**config.mk**
```make
export PLATFORM = sky130hd
export DESIGN_NAME = sorted_id_table_core_flat
export DESIGN_NICKNAME = d
export VERILOG_FILES = /design/src/rtl/core/sit_pkg.sv /design/src/rtl/core/sit_req_if.sv /design/src/rtl/core/sit_rsp_if.sv /design/src/rtl/core/sit_cell.sv /design/src/rtl/core/sorted_id_table_core.sv /design/src/flat_wrapper.sv
export SDC_FILE = /design/constraint.sdc
export NUM_CORES = 2
export LEC_CHECK = 0
export BUFFER_PORTS_ARGS = -buffer_cell sky130_fd_sc_hd__buf_2
export CAP_MARGIN = 20
export CORE_AREA = 2 2 244 246
export DETAILED_ROUTE_END_ITERATION = 16
export DIE_AREA = 0 0 246 248
export PLACE_DENSITY = 0.83
export SYNTH_ARGS = -nofsm -noshare
export SYNTH_HDL_FRONTEND = slang
export SYNTH_SLANG_ARGS = --single-unit
export TNS_END_PERCENT = 30
```
**constraint.sdc**
```tcl
create_clock -name clock -period 22.3 [get_ports clock]
set_input_delay 1.115 -clock clock [delete_from_list [all_inputs] [get_ports clock]]
set_output_delay 1.115 -clock clock [all_outputs]
set_load 0.01 [all_outputs]
```
**src/rtl/core/sit_pkg.sv**
```systemverilog
// types and codes shared by the sorted id table blocks
`timescale 1ns / 1ps

package sit_pkg;

   localparam int ID_W    = 32;
   localparam int FEE_W   = 24;
   localparam int TOTAL_W = 27;
   localparam int STAT_W  = 3;

   typedef enum logic {
      FUNC_INSERT = 1'b0,
      FUNC_LIST   = 1'b1
   } func_type;

   typedef enum logic [STAT_W-1:0] {
      STAT_INSERTED = 3'd0,
      STAT_DUP      = 3'd1,
      STAT_FULL     = 3'd2,
      STAT_LISTED   = 3'd3,
      STAT_EMPTY    = 3'd4
   } status_type;

   typedef enum logic {
      ST_IDLE = 1'b0,
      ST_LIST = 1'b1
   } state_type;

   typedef struct packed {
      logic [ID_W-1:0]  id;
      logic [FEE_W-1:0] fee;
   } record_type;

   typedef struct packed {
      logic insert;
      logic rotate;
   } cell_ctrl_type;

endpackage

```
**src/rtl/core/sit_req_if.sv**
```systemverilog
// request channel: valid, ready and one insert or list beat
`timescale 1ns / 1ps

interface sit_req_if;
   logic                      valid;
   logic                      ready;
   logic                      func;
   logic signed [31:0]        member_id;
   logic        [23:0]        fee_cents;

   modport source (output valid, output func, output member_id, output fee_cents,
                   input ready);
   modport sink   (input valid, input func, input member_id, input fee_cents,
                   output ready);
endinterface

```
**src/rtl/core/sit_rsp_if.sv**
```systemverilog
// response channel: valid, ready and one result beat
`timescale 1ns / 1ps

interface sit_rsp_if;
   logic                      valid;
   logic                      ready;
   logic        [2:0]         status;
   logic signed [31:0]        entry_id;
   logic        [23:0]        entry_fee;
   logic        [26:0]        running_total;
   logic                      last;

   modport source (output valid, output status, output entry_id, output entry_fee,
                   output running_total, output last, input ready);
   modport sink   (input valid, input status, input entry_id, input entry_fee,
                   input running_total, input last, output ready);
endinterface

```
**src/rtl/core/sit_cell.sv**
```systemverilog
// one table slot: holds a record, compares against the key, shifts or rotates
`timescale 1ns / 1ps

module sit_cell
   import sit_pkg::*;
(
   input  logic          clock,
   input  logic          reset,
   input  cell_ctrl_type ctrl,
   input  record_type    key,
   input  record_type    left_rec,
   input  logic          left_valid,
   input  logic          left_lt,
   input  record_type    right_rec,
   input  logic          right_valid,
   input  record_type    head_rec,
   output record_type    rec,
   output logic          valid,
   output logic          lt,
   output logic          match
);

   record_type rec_ff, rec_in;
   logic       valid_ff, valid_in;

   assign lt    = valid_ff && ($signed(rec_ff.id) < $signed(key.id));
   assign match = valid_ff && (rec_ff.id == key.id);
   assign rec   = rec_ff;
   assign valid = valid_ff;

   always_comb begin
      priority if (ctrl.insert && !lt) begin
         // insertion point takes the key, slots above it take their left neighbor
         rec_in   = left_lt ? key : left_rec;
         valid_in = valid_ff | left_valid;
      end else if (ctrl.rotate) begin
         rec_in   = right_valid ? right_rec : head_rec;
         valid_in = valid_ff;
      end else begin
         rec_in   = rec_ff;
         valid_in = valid_ff;
      end
   end

   always_ff @(posedge clock) begin
      if (reset) begin
         valid_ff <= 1'b0;
      end else begin
         valid_ff <= valid_in;
      end
      rec_ff <= rec_in;
   end

endmodule

```
**src/rtl/core/sorted_id_table_core.sv**
```systemverilog
// sorted id table: chain of record cells with insert and listing control
//
// Request channel req_if carries func, member_id and fee_cents. An insert beat
// (func 0) gives one response beat: inserted, duplicate id or table full; the
// duplicate check wins over the full check. A list beat (func 1) gives one
// response beat per stored record in ascending signed id order with a running
// fee total that saturates, last set on the final beat, or a single table-empty
// beat when nothing is stored.
// An insert is compared against all cells at once and shifts the chain in the
// accepting cycle: its response is registered in the cycle after acceptance, and
// an insert can be accepted every cycle while responses are taken.
// A listing rotates the chain one cell per cycle while responses are taken;
// no request is accepted until the last listed beat is registered.
// The response is held in an output register; when the receiver stalls the
// register holds its beat and the block stops accepting or rotating.
// Reset empties the table and drops any pending response.
`timescale 1ns / 1ps

module sorted_id_table_core
   import sit_pkg::*;
#(
   parameter int TABLE_DEPTH = 8
)
(
   input  logic        clock,
   input  logic        reset,
   sit_req_if.sink     req_if,
   sit_rsp_if.source   rsp_if
);

   localparam int CNT_W = $clog2(TABLE_DEPTH + 1);

   state_type state_ff, state_in;

   logic [CNT_W-1:0] count_ff, count_in;
   logic [CNT_W-1:0] idx_ff, idx_in;
   logic [TOTAL_W-1:0] total_ff, total_in;

   logic               rsp_valid_ff, rsp_valid_in;
   status_type         rsp_status_ff, rsp_status_in;
   logic [ID_W-1:0]    rsp_id_ff, rsp_id_in;
   logic [FEE_W-1:0]   rsp_fee_ff, rsp_fee_in;
   logic [TOTAL_W-1:0] rsp_total_ff, rsp_total_in;
   logic               rsp_last_ff, rsp_last_in;

   cell_ctrl_type ctrl;
   record_type    key;
   record_type    cell_rec   [TABLE_DEPTH];
   logic [TABLE_DEPTH-1:0] cell_valid;
   logic [TABLE_DEPTH-1:0] cell_lt;
   logic [TABLE_DEPTH-1:0] cell_match;

   logic               slot_free;
   logic               accept;
   logic               dup;
   logic               full;
   logic               list_last;
   logic [TOTAL_W:0]   sum;
   logic [TOTAL_W-1:0] sum_sat;

   assign key.id  = req_if.member_id;
   assign key.fee = req_if.fee_cents;

   for (genvar i = 0; i < TABLE_DEPTH; i++) begin : g_cell
      record_type left_rec, right_rec;
      logic       left_valid, left_lt, right_valid;
      if (i == 0) begin : g_head
         assign left_rec   = key;
         assign left_valid = 1'b1;
         assign left_lt    = 1'b1;
      end else begin : g_body
         assign left_rec   = cell_rec[i-1];
         assign left_valid = cell_valid[i-1];
         assign left_lt    = cell_lt[i-1];
      end
      if (i == TABLE_DEPTH - 1) begin : g_tail
         assign right_rec   = cell_rec[0];
         assign right_valid = 1'b0;
      end else begin : g_mid
         assign right_rec   = cell_rec[i+1];
         assign right_valid = cell_valid[i+1];
      end
      sit_cell u_cell (
         .clock       (clock),
         .reset       (reset),
         .ctrl        (ctrl),
         .key         (key),
         .left_rec    (left_rec),
         .left_valid  (left_valid),
         .left_lt     (left_lt),
         .right_rec   (right_rec),
         .right_valid (right_valid),
         .head_rec    (cell_rec[0]),
         .rec         (cell_rec[i]),
         .valid       (cell_valid[i]),
         .lt          (cell_lt[i]),
         .match       (cell_match[i])
      );
   end

   assign dup       = |cell_match;
   assign full      = cell_valid[TABLE_DEPTH-1];
   assign slot_free = !rsp_valid_ff || rsp_if.ready;
   assign accept    = req_if.valid && req_if.ready;
   assign list_last = (idx_ff + CNT_W'(1)) == count_ff;
   assign sum       = {1'b0, total_ff} + {{(TOTAL_W + 1 - FEE_W){1'b0}}, cell_rec[0].fee};
   assign sum_sat   = sum[TOTAL_W] ? {TOTAL_W{1'b1}} : sum[TOTAL_W-1:0];

   // next state
   always_comb begin
      state_in = state_ff;
      unique case (state_ff)
         ST_IDLE: begin
            if (accept && req_if.func == FUNC_LIST && count_ff != '0) begin
               state_in = ST_LIST;
            end
         end
         ST_LIST: begin
            if (slot_free && list_last) begin
               state_in = ST_IDLE;
            end
         end
         default: state_in = ST_IDLE;
      endcase
   end

   // outputs and datapath control
   always_comb begin
      req_if.ready  = 1'b0;
      ctrl          = '0;
      count_in      = count_ff;
      idx_in        = idx_ff;
      total_in      = total_ff;
      rsp_valid_in  = rsp_valid_ff && !rsp_if.ready;
      rsp_status_in = rsp_status_ff;
      rsp_id_in     = rsp_id_ff;
      rsp_fee_in    = rsp_fee_ff;
      rsp_total_in  = rsp_total_ff;
      rsp_last_in   = rsp_last_ff;
      unique case (state_ff)
         ST_IDLE: begin
            req_if.ready = slot_free;
            if (accept) begin
               idx_in   = '0;
               total_in = '0;
               if (req_if.func == FUNC_INSERT) begin
                  rsp_valid_in = 1'b1;
                  rsp_id_in    = '0;
                  rsp_fee_in   = '0;
                  rsp_total_in = '0;
                  rsp_last_in  = 1'b1;
                  priority if (dup) begin
                     rsp_status_in = STAT_DUP;
                  end else if (full) begin
                     rsp_status_in = STAT_FULL;
                  end else begin
                     rsp_status_in = STAT_INSERTED;
                     ctrl.insert   = 1'b1;
                     count_in      = count_ff + CNT_W'(1);
                  end
               end else if (count_ff == '0) begin
                  rsp_valid_in  = 1'b1;
                  rsp_status_in = STAT_EMPTY;
                  rsp_id_in     = '0;
                  rsp_fee_in    = '0;
                  rsp_total_in  = '0;
                  rsp_last_in   = 1'b1;
               end
            end
         end
         ST_LIST: begin
            if (slot_free) begin
               ctrl.rotate   = 1'b1;
               rsp_valid_in  = 1'b1;
               rsp_status_in = STAT_LISTED;
               rsp_id_in     = cell_rec[0].id;
               rsp_fee_in    = cell_rec[0].fee;
               rsp_total_in  = sum_sat;
               rsp_last_in   = list_last;
               total_in      = sum_sat;
               idx_in        = idx_ff + CNT_W'(1);
            end
         end
         default: ;
      endcase
   end

   always_ff @(posedge clock) begin
      if (reset) begin
         state_ff     <= ST_IDLE;
         count_ff     <= '0;
         rsp_valid_ff <= 1'b0;
      end else begin
         state_ff     <= state_in;
         count_ff     <= count_in;
         rsp_valid_ff <= rsp_valid_in;
      end
      idx_ff        <= idx_in;
      total_ff      <= total_in;
      rsp_status_ff <= rsp_status_in;
      rsp_id_ff     <= rsp_id_in;
      rsp_fee_ff    <= rsp_fee_in;
      rsp_total_ff  <= rsp_total_in;
      rsp_last_ff   <= rsp_last_in;
   end

   assign rsp_if.valid         = rsp_valid_ff;
   assign rsp_if.status        = rsp_status_ff;
   assign rsp_if.entry_id      = rsp_id_ff;
   assign rsp_if.entry_fee     = rsp_fee_ff;
   assign rsp_if.running_total = rsp_total_ff;
   assign rsp_if.last          = rsp_last_ff;

`ifndef NO_ASSERTIONS
   a_count_matches_cells: assert property (@(posedge clock) disable iff (reset)
      $countones(cell_valid) == int'(count_ff))
      else $error("stored count differs from occupied cells");

   a_cells_prefix: assert property (@(posedge clock) disable iff (reset)
      $onehot0(cell_valid + TABLE_DEPTH'(1)))
      else $error("occupied cells are not a contiguous prefix");

   a_no_accept_in_list: assert property (@(posedge clock) disable iff (reset)
      state_ff == ST_LIST |-> !req_if.ready)
      else $error("request taken while listing");

   a_full_rejects: assert property (@(posedge clock) disable iff (reset)
      accept && req_if.func == FUNC_INSERT && full |=>
         rsp_status_ff == STAT_DUP || rsp_status_ff == STAT_FULL)
      else $error("insert into a full table was not rejected");

   a_list_ends_last: assert property (@(posedge clock) disable iff (reset)
      state_ff == ST_LIST && slot_free && list_last |=> rsp_last_ff && state_ff == ST_IDLE)
      else $error("listing ended without last beat");
`endif

endmodule

```
**src/flat_wrapper.sv**
```systemverilog
// flat-port wrapper written by rule: the top's interface ports become plain ports
module sorted_id_table_core_flat import sit_pkg::*;
#(
   parameter int TABLE_DEPTH = 8
)
  (clock, reset, req_if_valid, req_if_func, req_if_member_id, req_if_fee_cents, req_if_ready, rsp_if_valid, rsp_if_status, rsp_if_entry_id, rsp_if_entry_fee, rsp_if_running_total, rsp_if_last, rsp_if_ready);
  sit_req_if req_if_i ();
  sit_rsp_if rsp_if_i ();
  input  logic clock;
  input  logic reset;
  input wire logic [$bits(req_if_i.valid)-1:0] req_if_valid;
  input wire logic [$bits(req_if_i.func)-1:0] req_if_func;
  input wire logic [$bits(req_if_i.member_id)-1:0] req_if_member_id;
  input wire logic [$bits(req_if_i.fee_cents)-1:0] req_if_fee_cents;
  output wire logic [$bits(req_if_i.ready)-1:0] req_if_ready;
  output wire logic [$bits(rsp_if_i.valid)-1:0] rsp_if_valid;
  output wire logic [$bits(rsp_if_i.status)-1:0] rsp_if_status;
  output wire logic [$bits(rsp_if_i.entry_id)-1:0] rsp_if_entry_id;
  output wire logic [$bits(rsp_if_i.entry_fee)-1:0] rsp_if_entry_fee;
  output wire logic [$bits(rsp_if_i.running_total)-1:0] rsp_if_running_total;
  output wire logic [$bits(rsp_if_i.last)-1:0] rsp_if_last;
  input wire logic [$bits(rsp_if_i.ready)-1:0] rsp_if_ready;
  assign req_if_i.valid = req_if_valid;
  assign req_if_i.func = req_if_func;
  assign req_if_i.member_id = req_if_member_id;
  assign req_if_i.fee_cents = req_if_fee_cents;
  assign req_if_ready = req_if_i.ready;
  assign rsp_if_valid = rsp_if_i.valid;
  assign rsp_if_status = rsp_if_i.status;
  assign rsp_if_entry_id = rsp_if_i.entry_id;
  assign rsp_if_entry_fee = rsp_if_i.entry_fee;
  assign rsp_if_running_total = rsp_if_i.running_total;
  assign rsp_if_last = rsp_if_i.last;
  assign rsp_if_i.ready = rsp_if_ready;
  sorted_id_table_core #(.TABLE_DEPTH(TABLE_DEPTH)) u_core (.clock(clock), .reset(reset), .req_if(req_if_i), .rsp_if(rsp_if_i));
endmodule
```
==> impl_metrics.csv <==
group,metric,value,unit
status,status,"finished, final reports clean",
global_routing,grt_pass1_vias,28100,
layout,drive_above_1_share,13.5,%
critical_path,crit_path_max_fanout,39,
sta,fin_crit_sh,26.2,%
clock_network,post_cts_resized,0,
clock_network,path_clk_slew,0.06,ns
power_and_ir_drop,p_total,2.94,mW
clock_network,clock_latency,0.63,ns
floorplan,io_pins,150,
power_and_ir_drop,irDropWorstVdd,60.4,uV
sta,timing.hold.ws,0.568,ns
floorplan,die_area,61000,um2
power_and_ir_drop,p_leak,17.0,nW
drt,drc,0,
sta,worstMarginPinSlew,1.19,ns
drt,ant_nets,0,
critical_path,worstPathArrival,6.18,ns
sta,skew,0.0240,ns
worst_hold_path,hold_depth,2,
critical_path,reg2reg_depth,9,
yosys,ys_types,65,
clock_network,numCtsBuffers,67,
critical_path,cp_cell_sequence,"buf_2 > inv_1 > ha_1 > nand4_1 > nor4_1 > o311ai_0 > and4_1 > o21ai_4 > and2_4 > buf_4 > mux2i_1",
layout,stdcell_area,41200,um2
yosys,synth.avg_cell_area,12.1,um2
yosys,yosys_most_used_dff,"edfxtp_1",
layout,fin_util,70.4,%
sta,max_freq,171,MHz
floorplan,fp.dieH,248,um
drt,dr.pass1.iters,8,
global_routing,grt_max_degree,85,
clock_network,cts_setup_buffers,0,
drt,detail_route.wl_per_cell,29.6,um
layout,nets,3497,
global_routing,grtUsageTotal,38.3,%
sta,rsz0062_at_grt,"no",
floorplan,die_w,246,um
yosys,synth_area,37700,um2
sta,hold_violations,0,
sta,finalCriticalPeriod,5.85,ns
power_and_ir_drop,power_density,71.5,nW/um2
sta,slew_viol_final,0,
sta,finalSetupTns,0,ns
placed_design,post-dp-hpwl,71500,um
drt,first_iter_violations,3518,
sta,relSlewSlack,20.5,%
drt,routed_wl,118000,um
placed_design,gp_congestion,1.01,
yosys,synth_cells,3117,
clock_network,h-tree-depth,3,
yosys,seq_area_frac_synth,45.9,%
yosys,synth_edf_count,566,
placed_design,post-place-ws,15.68,ns
sta,final.setup.worst_slack,16.45,ns
drt,vias_per_cell,7.07,
sta,setup_violations,0,
yosys,async_flop_share,0,%
critical_path,slowest_stage,"nor4_1",
clock_network,hold_buffers,0,
yosys,syn_nets,3462,
global_routing,antenna_found_initial,6,
clock_network,cts_tree,"done",
yosys,synth_seq_cells,580,
floorplan,start_util,64.4,%
placed_design,placed_area,38800,um2
critical_path,path_class,"in -> reg",
floorplan,core,58500,um2
critical_path,slowest_delay,0.96,ns
worst_hold_path,hp-class,"reg -> reg",
layout,area_delta_synth_final,9.28,%
global_routing,grt_pass1_wl,175000,um
drt,vias,28200,
critical_path,end_kind,"flop",
yosys,yosys_warnings,0,
layout,fin_cells,3983,
clock_network,cts-root-buf,"clkbuf_16",
placed_design,numPortBuffers,149,
global_routing,grt_overflow,0,
floorplan,std_cell_rows,89,
clock_network,clkSinkCount,580,
critical_path,cp_data_required_time,22.62,ns
critical_path,cp-start-kind,"input port",
job,maxCapViolCount,0,
clock_network,cts_buffer_depth,3,
placed_design,dp_cells,3847,
-- flip-flops by register name, summed over array words and instances (netlist names) --
name,cells
u_core.count_ff,4
u_core.g_cell.u_cell.rec,448
u_core.g_cell.u_cell.valid,8
u_core.idx_ff,4
u_core.rsp_if.entry_fee,24
u_core.rsp_if.entry_id,32
u_core.rsp_if.last,1
u_core.rsp_if.running_total,27
u_core.rsp_if.status,3
u_core.rsp_if.valid,1
u_core.state_ff,1
u_core.total_ff,27
-- report_power, final --
part / total (mW) / internal [mW] / switching (mW)
combinational: 0.478 / 0.180 / 0.298
clock: 1.08 / 0.602 / 0.473
sequential: 1.39 / 1.31 / 0.0734
-- Yosys cell counts, drive strengths merged (3+ instances only) --
| cell type | number | share of area (%) |
|---|---|---|
| a211oi | 11 | 0.22 |
| a21boi | 4 | 0.080 |
| a21o | 44 | 0.88 |
| a21oi | 108 | 1.4 |
| a221oi | 7 | 0.16 |
| a31o | 3 | 0.070 |
| a31oi | 5 | 0.083 |
| and2 | 60 | 1.0 |
| and3 | 8 | 0.13 |
| and4 | 5 | 0.12 |
| buf | 71 | 1.1 |
| clkbuf | 155 | 1.5 |
| dfxtp | 14 | 0.74 |
| edfxtp | 566 | 45 |
| ha | 283 | 9.4 |
| inv | 122 | 1.2 |
| mux2 | 57 | 1.7 |
| mux2i | 898 | 24 |
| nand2 | 144 | 1.4 |
| nand2b | 13 | 0.22 |
| nand3 | 39 | 0.52 |
| nand4 | 56 | 0.93 |
| nor2 | 58 | 0.58 |
| nor2b | 14 | 0.23 |
| nor3 | 26 | 0.35 |
| nor3b | 3 | 0.060 |
| nor4 | 12 | 0.20 |
| o211ai | 68 | 1.4 |
| o21a | 14 | 0.28 |
| o21ai | 115 | 1.5 |
| o221a | 56 | 1.7 |
| o311a | 3 | 0.080 |
| o311ai | 4 | 0.093 |
| o31ai | 7 | 0.14 |
| o41ai | 4 | 0.093 |
| or3 | 9 | 0.15 |
| or4 | 3 | 0.070 |
| xnor2 | 10 | 0.23 |
| xor2 | 11 | 0.26 |
-- routing by layer --
layer	GRT usage [%]	up-vias	share of wire, %
met5	0	-	0.018
met4	19.9	4	4.8
met3	8.21	380	9.9
met2	60.4	1856	46
met1	50.0	13900	39
li1	-	12000	-
-- logic make-up after synthesis --
kind of cell               share of synthesized area [%]
and+or+nand+nor                                     6.16
adders and majority gates                           9.45
xor gates and xnor gates                           0.488
AOI/OAI and AO/OA                                   8.59
buffers and inverters                               3.87
muxes                                               25.6
DFF                                                 45.9
-- area by class of cell --
type,instances,area [um2]
Inverter,122,458
Clock inverter,38,347
Antenna cell,6,15.0
Timing Repair Buffer,192,1200
Clock buffer,83,1760
Fill cell,4076,17300
Tap cell,773,967
Sequential cell,580,17300
Multi-Input combinational cell,2189,19100
-- layout by cell type (no fill, tap or decap), drive strengths merged, types with 6 or more instances in the layout --
cell type | Yosys | routed
o221a | 56 | 56
ha | 283 | 283
dfxtp | 14 | 14
and2 | 60 | 60
or3 | 9 | 9
a221oi | 7 | 7
o31ai | 7 | 7
nand2b | 13 | 13
nand2 | 144 | 144
o21a | 14 | 14
o211ai | 68 | 68
a21oi | 108 | 108
mux2 | 57 | 57
clkbuf | 155 | 83
xnor2 | 10 | 10
nor2 | 58 | 58
xor2 | 11 | 11
edfxtp | 566 | 566
o21ai | 115 | 115
diode | 0 | 6
nor4 | 12 | 12
a21o | 44 | 44
buf | 71 | 192
nor3 | 26 | 26
nand3 | 39 | 39
mux2i | 898 | 898
nand4 | 56 | 56
clkinv | 0 | 32
and3 | 8 | 8
inv | 122 | 123
a211oi | 11 | 11
nor2b | 14 | 14
-- path summary, 6_finish.rpt --
path | slack (ns) | endpoint | from
hold / removal | 0.57 | u_core.count_ff[1]$_SDFFE_PP0P_ | u_core.count_ff[1]$_SDFFE_PP0P_
hold reg to reg | 0.57 | u_core.count_ff[1]$_SDFFE_PP0P_ | u_core.count_ff[1]$_SDFFE_PP0P_
setup / recovery | 16.45 | u_core.g_cell[3].u_cell.rec[24]$_DFFE_PP_ | req_if_member_id[23]
setup reg to reg | 16.85 | u_core.g_cell[3].u_cell.rec[24]$_DFFE_PP_ | u_core.g_cell[3].u_cell.rec[44]$_DFFE_PP_
-- critical path: cells and delay by family --
family	cells	cell delay [ns]
simple gates	4	2.02
compound gates	2	1.21
buf+inv	3	1.18
fa+ha+maj	1	0.37
mux	1	0.21
No activity file was read; power rests on OpenSTA's default activity.
